**src/rtl/core/rc5d_pkg.sv**
```systemverilog
// ----------------------------------------------------------------------------
// rc5d_pkg
// Types, codes and constants shared by the RC5 infrared frame decoder.
// ----------------------------------------------------------------------------
package rc5d_pkg;

	localparam int FRAME_BITS = 14;
	localparam int CNT_W      = $clog2(FRAME_BITS + 1);

	localparam int TICK_W     = 7;   // tick period register
	localparam int TIME_W     = 12;  // nominal and tolerance registers
	localparam int TICKS_W    = 8;   // interval ticks field
	localparam int T_W        = TICKS_W + TICK_W;  // interval in microseconds
	localparam int CMP_W      = T_W + 1;

	localparam int CFG_IDX_W  = 2;
	localparam int CFG_DATA_W = TIME_W;

	localparam logic [TICK_W-1:0] TICK_PERIOD_RST = TICK_W'(16);
	localparam logic [TIME_W-1:0] SHORT_TIME_RST  = TIME_W'(889);
	localparam logic [TIME_W-1:0] LONG_TIME_RST   = TIME_W'(1778);
	localparam logic [TIME_W-1:0] TOLERANCE_RST   = TIME_W'(444);

	typedef enum logic [1:0] {
		REQ_EDGE    = 2'd0,
		REQ_TIMEOUT = 2'd1,
		REQ_TAKE    = 2'd2
	} req_type_t;

	typedef enum logic [CFG_IDX_W-1:0] {
		CFG_TICK_PERIOD = 2'd0,
		CFG_SHORT_TIME  = 2'd1,
		CFG_LONG_TIME   = 2'd2,
		CFG_TOLERANCE   = 2'd3
	} cfg_idx_t;

	typedef enum logic [2:0] {
		ST_START1 = 3'd0,
		ST_MID1   = 3'd1,
		ST_START0 = 3'd2,
		ST_MID0   = 3'd3,
		ST_RESET  = 3'd4
	} dec_phase_t;

	typedef struct packed {
		logic [TICK_W-1:0] tick_period_us;
		logic [TIME_W-1:0] short_time_us;
		logic [TIME_W-1:0] long_time_us;
		logic [TIME_W-1:0] tolerance_us;
	} cfg_t;

	typedef struct packed {
		dec_phase_t            st;
		logic [FRAME_BITS-1:0] frame;
		logic [CNT_W-1:0]      cnt;
	} dec_state_t;

	localparam dec_state_t DEC_CLEAR = '{st: ST_RESET, frame: '0, cnt: '0};

endpackage

```
**src/rtl/core/rc5d_req_if.sv**
```systemverilog
// ----------------------------------------------------------------------------
// rc5d_req_if
// Request channel: edge events, timeouts and take requests.
// ----------------------------------------------------------------------------
interface rc5d_req_if;
	logic                      valid;
	logic                      ready;
	logic [1:0]                req_type;
	logic                      pin_level;
	logic [rc5d_pkg::TICKS_W-1:0] interval_ticks;

	modport source (output valid, output req_type, output pin_level,
		output interval_ticks, input ready);
	modport sink (input valid, input req_type, input pin_level,
		input interval_ticks, output ready);
endinterface

```
**src/rtl/core/rc5d_rsp_if.sv**
```systemverilog
// ----------------------------------------------------------------------------
// rc5d_rsp_if
// Response channel: one result per request.
// ----------------------------------------------------------------------------
interface rc5d_rsp_if;
	logic                            valid;
	logic                            ready;
	logic                            msg_valid;
	logic [rc5d_pkg::FRAME_BITS-1:0] frame;
	logic [rc5d_pkg::CNT_W-1:0]      bits_held;

	modport source (output valid, output msg_valid, output frame,
		output bits_held, input ready);
	modport sink (input valid, input msg_valid, input frame,
		input bits_held, output ready);
endinterface

```
**src/rtl/core/rc5d_step.sv**
```systemverilog
// ----------------------------------------------------------------------------
// rc5d_step
// Manchester decode step: classes the interval and advances the machine.
// ----------------------------------------------------------------------------
module rc5d_step (
	input  rc5d_pkg::cfg_t                  cfg,
	input  rc5d_pkg::dec_state_t            cur,
	input  logic [1:0]                      req_type,
	input  logic                            pin_level,
	input  logic [rc5d_pkg::T_W-1:0]        t_us,
	output rc5d_pkg::dec_state_t            nxt,
	output logic                            msg_valid,
	output logic [rc5d_pkg::FRAME_BITS-1:0] frame
);
	import rc5d_pkg::*;

	logic             space;
	logic             is_short;
	logic             is_long;
	logic             full;
	logic             rec;
	logic             rec_bit;
	dec_phase_t       st_edge;
	dec_state_t       after_edge;
	logic [CMP_W-1:0] t_ext;
	logic [CMP_W-1:0] tol_ext;

	assign space   = !pin_level;
	assign full    = (cur.cnt == CNT_W'(FRAME_BITS));
	assign t_ext   = CMP_W'(t_us);
	assign tol_ext = CMP_W'(cfg.tolerance_us);

	// lower bound checked as t + tol >= nominal so it never goes negative
	assign is_short = (t_ext + tol_ext >= CMP_W'(cfg.short_time_us)) &&
		(t_ext <= CMP_W'(cfg.short_time_us) + tol_ext);
	assign is_long  = (t_ext + tol_ext >= CMP_W'(cfg.long_time_us)) &&
		(t_ext <= CMP_W'(cfg.long_time_us) + tol_ext);

	always_comb begin
		st_edge = cur.st;
		rec     = 1'b0;
		rec_bit = 1'b0;
		unique case (cur.st)
			ST_RESET: begin
				st_edge = ST_MID1;
				rec     = 1'b1;
				rec_bit = 1'b1;
			end
			ST_START1: begin
				if (space && is_short) begin
					st_edge = ST_MID1;
					rec     = 1'b1;
					rec_bit = 1'b1;
				end
			end
			ST_MID1: begin
				if (!space && is_short) begin
					st_edge = ST_START1;
				end else if (!space && is_long) begin
					st_edge = ST_MID0;
					rec     = 1'b1;
				end
			end
			ST_MID0: begin
				if (space && is_long) begin
					st_edge = ST_MID1;
					rec     = 1'b1;
					rec_bit = 1'b1;
				end else if (space && is_short) begin
					st_edge = ST_START0;
				end
			end
			ST_START0: begin
				if (!space && is_short) begin
					st_edge = ST_MID0;
					rec     = 1'b1;
				end
			end
			default: st_edge = ST_RESET;
		endcase
	end

	always_comb begin
		after_edge    = cur;
		after_edge.st = st_edge;
		if (cur.st != ST_START1 && cur.st != ST_MID1 && cur.st != ST_START0 &&
			cur.st != ST_MID0 && cur.st != ST_RESET) begin
			after_edge = DEC_CLEAR;
		end else if (rec) begin
			// shifting left leaves the first bit at the top once the frame is full
			after_edge.frame = {cur.frame[FRAME_BITS-2:0], rec_bit};
			after_edge.cnt   = cur.cnt + CNT_W'(1);
		end
		// start check: the first two bits must both be 1
		if (after_edge.cnt == CNT_W'(2) && after_edge.frame[1:0] != 2'b11) begin
			after_edge = DEC_CLEAR;
		end
	end

	// next state
	always_comb begin
		nxt = cur;
		case (req_type)
			REQ_EDGE:    if (!full) nxt = after_edge;
			REQ_TIMEOUT: if (!full) nxt = DEC_CLEAR;
			REQ_TAKE:    if (full) nxt = DEC_CLEAR;
			default:     nxt = cur;
		endcase
	end

	// result
	always_comb begin
		msg_valid = (req_type == REQ_TAKE) && full;
		frame     = msg_valid ? cur.frame : '0;
	end

endmodule

```
**src/rtl/core/rc5_ir_frame_decoder_core.sv**
```systemverilog
// ----------------------------------------------------------------------------
// rc5_ir_frame_decoder_core
// RC5 frame decoder driven by edge, timeout and take requests.
// ----------------------------------------------------------------------------
// stages: input register then result register; a result is registered once
//   its request has passed the input register and rsp is not stalled
// throughput: one request per cycle unless rsp stalls; the interval multiply
//   feeds the input register; the decode step feeds the result register
// reset: arst_n clears the decoder to await the first edge and loads the
//   default timing registers
module rc5_ir_frame_decoder_core (
	input  logic                           clk,
	input  logic                           arst_n,
	input  logic                           cfg_we,
	input  logic [rc5d_pkg::CFG_IDX_W-1:0] cfg_idx,
	input  logic [rc5d_pkg::CFG_DATA_W-1:0] cfg_wdata,
	rc5d_req_if.sink                       req,
	rc5d_rsp_if.source                     rsp
);
	import rc5d_pkg::*;

	cfg_t                  cfg_q;
	dec_state_t            dec_q;
	dec_state_t            dec_nxt;

	logic                  valid_s1;
	logic [1:0]            req_type_s1;
	logic                  pin_level_s1;
	logic [T_W-1:0]        t_us_s1;

	logic                  rsp_valid_q;
	logic                  msg_valid_q;
	logic [FRAME_BITS-1:0] frame_q;
	logic [CNT_W-1:0]      bits_held_q;

	logic                  step_msg_valid;
	logic [FRAME_BITS-1:0] step_frame;
	logic                  advance;

	assign advance   = !rsp_valid_q || rsp.ready;
	assign req.ready = !valid_s1 || advance;

	always_ff @(posedge clk or negedge arst_n) begin
		if (!arst_n) begin
			cfg_q.tick_period_us <= TICK_PERIOD_RST;
			cfg_q.short_time_us  <= SHORT_TIME_RST;
			cfg_q.long_time_us   <= LONG_TIME_RST;
			cfg_q.tolerance_us   <= TOLERANCE_RST;
		end else if (cfg_we) begin
			unique case (cfg_idx)
				CFG_TICK_PERIOD: cfg_q.tick_period_us <= cfg_wdata[TICK_W-1:0];
				CFG_SHORT_TIME:  cfg_q.short_time_us  <= cfg_wdata[TIME_W-1:0];
				CFG_LONG_TIME:   cfg_q.long_time_us   <= cfg_wdata[TIME_W-1:0];
				CFG_TOLERANCE:   cfg_q.tolerance_us   <= cfg_wdata[TIME_W-1:0];
				default: ;
			endcase
		end
	end

	// input register
	always_ff @(posedge clk or negedge arst_n) begin
		if (!arst_n) begin
			valid_s1 <= 1'b0;
		end else if (req.ready) begin
			valid_s1 <= req.valid;
		end
	end

	always_ff @(posedge clk) begin
		if (req.valid && req.ready) begin
			req_type_s1  <= req.req_type;
			pin_level_s1 <= req.pin_level;
			t_us_s1      <= T_W'(req.interval_ticks) * T_W'(cfg_q.tick_period_us);
		end
	end

	rc5d_step u_step (
		.cfg       (cfg_q),
		.cur       (dec_q),
		.req_type  (req_type_s1),
		.pin_level (pin_level_s1),
		.t_us      (t_us_s1),
		.nxt       (dec_nxt),
		.msg_valid (step_msg_valid),
		.frame     (step_frame)
	);

	always_ff @(posedge clk or negedge arst_n) begin
		if (!arst_n) begin
			dec_q       <= DEC_CLEAR;
			rsp_valid_q <= 1'b0;
		end else if (advance) begin
			rsp_valid_q <= valid_s1;
			if (valid_s1) begin
				dec_q <= dec_nxt;
			end
		end
	end

	// result register
	always_ff @(posedge clk) begin
		if (advance && valid_s1) begin
			msg_valid_q <= step_msg_valid;
			frame_q     <= step_frame;
			bits_held_q <= dec_nxt.cnt;
		end
	end

	assign rsp.valid     = rsp_valid_q;
	assign rsp.msg_valid = msg_valid_q;
	assign rsp.frame     = frame_q;
	assign rsp.bits_held = bits_held_q;

endmodule

```
**src/flat_wrapper.sv**
```systemverilog
// flat-port wrapper written by rule: the top's interface ports become plain ports
module rc5_ir_frame_decoder_core_flat import rc5d_pkg::*;
  (clk, arst_n, cfg_we, cfg_idx, cfg_wdata, req_valid, req_req_type, req_pin_level, req_interval_ticks, req_ready, rsp_valid, rsp_msg_valid, rsp_frame, rsp_bits_held, rsp_ready);
  rc5d_req_if req_i ();
  rc5d_rsp_if rsp_i ();
  input  logic clk;
  input  logic arst_n;
  input  logic cfg_we;
  input  logic [rc5d_pkg::CFG_IDX_W-1:0] cfg_idx;
  input  logic [rc5d_pkg::CFG_DATA_W-1:0] cfg_wdata;
  input wire logic [$bits(req_i.valid)-1:0] req_valid;
  input wire logic [$bits(req_i.req_type)-1:0] req_req_type;
  input wire logic [$bits(req_i.pin_level)-1:0] req_pin_level;
  input wire logic [$bits(req_i.interval_ticks)-1:0] req_interval_ticks;
  output wire logic [$bits(req_i.ready)-1:0] req_ready;
  output wire logic [$bits(rsp_i.valid)-1:0] rsp_valid;
  output wire logic [$bits(rsp_i.msg_valid)-1:0] rsp_msg_valid;
  output wire logic [$bits(rsp_i.frame)-1:0] rsp_frame;
  output wire logic [$bits(rsp_i.bits_held)-1:0] rsp_bits_held;
  input wire logic [$bits(rsp_i.ready)-1:0] rsp_ready;
  assign req_i.valid = req_valid;
  assign req_i.req_type = req_req_type;
  assign req_i.pin_level = req_pin_level;
  assign req_i.interval_ticks = req_interval_ticks;
  assign req_ready = req_i.ready;
  assign rsp_valid = rsp_i.valid;
  assign rsp_msg_valid = rsp_i.msg_valid;
  assign rsp_frame = rsp_i.frame;
  assign rsp_bits_held = rsp_i.bits_held;
  assign rsp_i.ready = rsp_ready;
  rc5_ir_frame_decoder_core u_core (.clk(clk), .arst_n(arst_n), .cfg_we(cfg_we), .cfg_idx(cfg_idx), .cfg_wdata(cfg_wdata), .req(req_i), .rsp(rsp_i));
endmodule
```
**config.mk**
```make
export PLATFORM = sky130hd
export DESIGN_NAME = rc5_ir_frame_decoder_core_flat
export DESIGN_NICKNAME = d
export VERILOG_FILES = /design/src/rtl/core/rc5d_pkg.sv /design/src/rtl/core/rc5d_req_if.sv /design/src/rtl/core/rc5d_rsp_if.sv /design/src/rtl/core/rc5d_step.sv /design/src/rtl/core/rc5_ir_frame_decoder_core.sv /design/src/flat_wrapper.sv
export SDC_FILE = /design/constraint.sdc
export NUM_CORES = 1
export LEC_CHECK = 0
export ABC_AREA = 1
export BUFFER_PORTS_ARGS = -buffer_cell sky130_fd_sc_hd__buf_4
export CORE_ASPECT_RATIO = 0.9
export CORE_MARGIN = 1.5
export CORE_UTILIZATION = 50
export DETAILED_ROUTE_END_ITERATION = 16
export PLACE_DENSITY = 0.76
export SYNTH_ARGS = -nofsm -noshare
export SYNTH_HDL_FRONTEND = slang
export SYNTH_SLANG_ARGS = --single-unit
```
**constraint.sdc**
```tcl
create_clock -name clk -period 4.45 [get_ports clk]
set_input_delay 0.445 -clock clk [delete_from_list [all_inputs] [get_ports clk]]
set_output_delay 0.445 -clock clk [all_outputs]
set_load 0.01 [all_outputs]
```
==> impl_metrics.toml <==
[run_status]
status = "finished with violations"
violations = "negative setup slack"

[placement]
placed_cells = 1446
place_area_mm2 = 0.00991
io_buffers = 50
place.gp.congestion = 0.881
dp_hpwl_um = 16000

[synth]
synth_area_mm2 = 0.00888
yosysTopAreaCell = "ha_1"
ys_ff_latch = 103
avgSynthCellArea_um2 = 7.95
syn_inst = 1117
synth.area.top_cells = "ha_1, edfxtp_1, dfrtp_1"
syn_nets = 1300
yosysWarnings = 0
synth_top_cell_area_share_pct = 17.1
yosys.cell_types.count = 39
yosysSeqAreaShare_pct = 31.4

[cells_and_area]
nFillCells = 1477
area_growth_pct = 23.4
final_nets = 1430
drive_gt1_share_pct = 23.2
stdcell_count = 1492
diodes = 0
final_area_mm2 = 0.0110

[sta]
finalCritPeriodShare_pct = 104
min_period_ns = 4.63
setup_viol = 19
tightest_slew_ns = 0.895
finalHoldViolCount = 0
hold_ws_ns = 0.183
worst_slack_ns = -0.178
fin_worst_skew_ns = 0.0154
rsz0062_at_grt = "yes"
slew_headroom_pct = 40.1
max_freq_mhz = 216
tns_ns = -2.33
slew_viol_final = 0

[detailed_routing]
vias = 7865
vias_per_cell = 5.27
drt_pass1_iterations = 5
drc = 0
antenna_left = 0
avgRoutedWirePerCell_um = 15.0
drt_iter0_markers = 471
wl_um = 22300

[global_route]
grt_pass1_wl_um = 34600
antenna_found_initial = 0
grt_pass1_vias = 7376
gr-total-overflow = 0
track_usage_pct = 23.5
grt_max_degree = 67

[floorplan]
die_w_um = 143
rows = 46
dieArea_mm2 = 0.0186
start_util_pct = 50.7
core_mm2 = 0.0175
io_pins = 51
die_h_um = 129

[critical_path]
crit_path_max_fanout = 8
worstReg2RegEnd = "u_core.dec_q[6]$_DFFE_PN0P_"
r2r_start = "u_core.cfg_q[0]$_DFFE_PN0P_"
crit_arrival_ns = 4.87
cpPeakStageDelay_ns = 0.41
crit_type = "reg -> reg"
critPathBufInv = 3
critPathMostFrequentCell = "nand2_1"
critPathCaptureType = "flop"
cp_slowest_cell = "dfrtp_1"
path_delay_family = "simple AND/OR/NAND/NOR gates"
rr_worst_depth = 32
worstSetupStartpointType = "flop"
required_ns = 4.69
rrSetupSlack_ns = -0.18

[cts]
tritoncts = "built"
clock_latency_ns = 0.35
cts_hold_buf = 0
cts_root_buf = "clkbuf_16"
htreeDepth = 3
cts_sinks = 103
clk_pin_slew_ns = 0.08
clockBufferDepth = 2
cts_buffers = 9

[pwr]
vdd_drop_max_mv = 0.287
leakage_nw = 5.68
cellPowerDensity_mw_per_mm2 = 555

[hold_path]
hold_path_class = "in -> async"

[flow_run]
maxCapViolations = 0
==> cell usage in the layout (no fill, tap or decap), types with 19 or more instances in the layout <==
cell type	n
dfrtp_1	41
nand2_1	261
dfstp_2	22
nor2_1	59
a21oi_1	52
o21ai_0	54
xor2_1	31
nand2_2	19
fa_1	29
ha_1	113
edfxtp_1	37
buf_4	128
inv_1	195
nand3_1	24
nand3_2	20
==> logic make-up after synthesis <==
group | after synthesis | share of synthesized area [%]
adders and majority gates | 153 | 24.3
buffers and inverters | 223 | 9.60
AOI/OAI and AO/OA | 163 | 9.86
and+or+nand+nor | 431 | 20.5
xor gates and xnor gates | 44 | 4.34
DFF | 103 | 31.4
==> synthesized netlist by cell type <==
cell / n
and3_1: 3
nor3b_1: 1
nor2_8: 1
fa_1: 32
a21oi_1: 67
nor4b_1: 1
inv_1: 200
nand3_2: 2
nor2_1: 68
nor2_4: 1
o21bai_1: 9
inv_2: 3
o21ai_2: 1
nand2_2: 7
nand3b_1: 1
xor2_1: 31
a31oi_1: 8
xnor2_1: 13
clkinv_1: 1
buf_6: 2
clkbuf_1: 17
edfxtp_1: 37
a22o_1: 2
o21ai_0: 69
o22ai_1: 1
o211ai_1: 2
nand3_4: 2
ha_1: 121
nand2_1: 279
nor2_2: 1
o31ai_1: 3
nand3_1: 44
nor3_1: 9
dfstp_2: 22
a211oi_1: 1
nand2_4: 1
nand4_1: 9
or2_2: 1
dfrtp_1: 44
==> per-layer routing <==
metal / vias up / global-route usage, % / part of all wire, %
li1: 3849 / - / -
met1: 3749 / 32.9 / 45
met2: 229 / 38.9 / 49
met3: 38 / 2.48 / 4.8
met4: 0 / 6.42 / 1.7
met5: - / 0 / 0
==> flip-flops by register name, summed over array words and instances (netlist names) <==
signal                count
u_core.cfg_q             43
u_core.rsp.frame         14
u_core.rsp.bits_held      4
u_core.rsp.msg_valid      1
u_core.req_type_s1        2
u_core.dec_q             21
u_core.rsp.valid          1
u_core.pin_level_s1       1
u_core.t_us_s1           15
u_core.valid_s1           1
==> worst reg2reg max path: cells and delay by family (launching register included) <==
family	cells	cell delay [ns]
AND/OR/NAND/NOR	19	1.85
buffers and inverters	3	0.31
AO/OA/AOI/OAI	7	1.05
flip-flops	1	0.41
adder cells (fa/ha/maj)	3	0.90
==> area by class of cell <==
class                      instances  area, um2  share of cell area [%]
inverter                         204        768                    7.01
sequential                       103       2790                    25.5
tap                              240        300                    2.74
clock inverter                     6       51.3                   0.468
multi-input combinational        791       5730                    52.3
clock buffer                      10        239                    2.18
timing repair buffer             138       1080                    9.83
==> worst max path at each step <==
stage | start | end | slack [ns] | depth (start not counted)
6_report | u_core.cfg_q[0]$_DFFE_PN0P_ | u_core.dec_q[6]$_DFFE_PN0P_ | -0.18 | 32
5_1_grt | u_core.cfg_q[0]$_DFFE_PN0P_ | u_core.dec_q[16]$_DFFE_PN0P_ | -0.45 | 32
4_1_cts | u_core.cfg_q[24]$_DFFE_PN1P_ | u_core.dec_q[10]$_DFFE_PN0P_ | -0.002 | 31
3_5_place_dp | u_core.cfg_q[24]$_DFFE_PN1P_ | u_core.dec_q[10]$_DFFE_PN0P_ | -0.35 | 31
3_3_place_gp | u_core.cfg_q[0]$_DFFE_PN0P_ | u_core.dec_q[17]$_DFFE_PN0P_ | -0.18 | 33
2_1_floorplan | u_core.cfg_q[24]$_DFFE_PN1P_ | u_core.dec_q[11]$_DFFE_PN0P_ | 0.003 | 31
==> where the power goes <==
| part | internal [W] | leakage [nW] | switching, W | total (W) |
|---|---|---|---|---|
| clock | 0.000402 | 0.133 | 0.000368 | 0.000770 |
| sequential | 0.00124 | 1.16 | 0.000220 | 0.00146 |
| combinational | 0.00168 | 4.38 | 0.00218 | 0.00385 |
| total | 0.00332 | 5.68 | 0.00276 | 0.00608 |
==> stage by stage <==
step / power (W) / worst slack, ns / utilization [%]
global placement: 0.00455 / -0.176 / 56.6
detailed placement: 0.00468 / -0.348 / 56.6
global route: 0.00662 / -0.455 / 62.6
CTS: 0.00564 / -0.00187 / 59.7
floorplan: 0.00373 / 0.00349 / -
finish: 0.00608 / -0.178 / 62.6
==> repair_timing <==
item	CTS	global route
gates resized for setup	28	110
setup endpoints to repair	26	30
buffers inserted	19	16
pin swaps	23	65
Power figures use the tool's default switching activity.
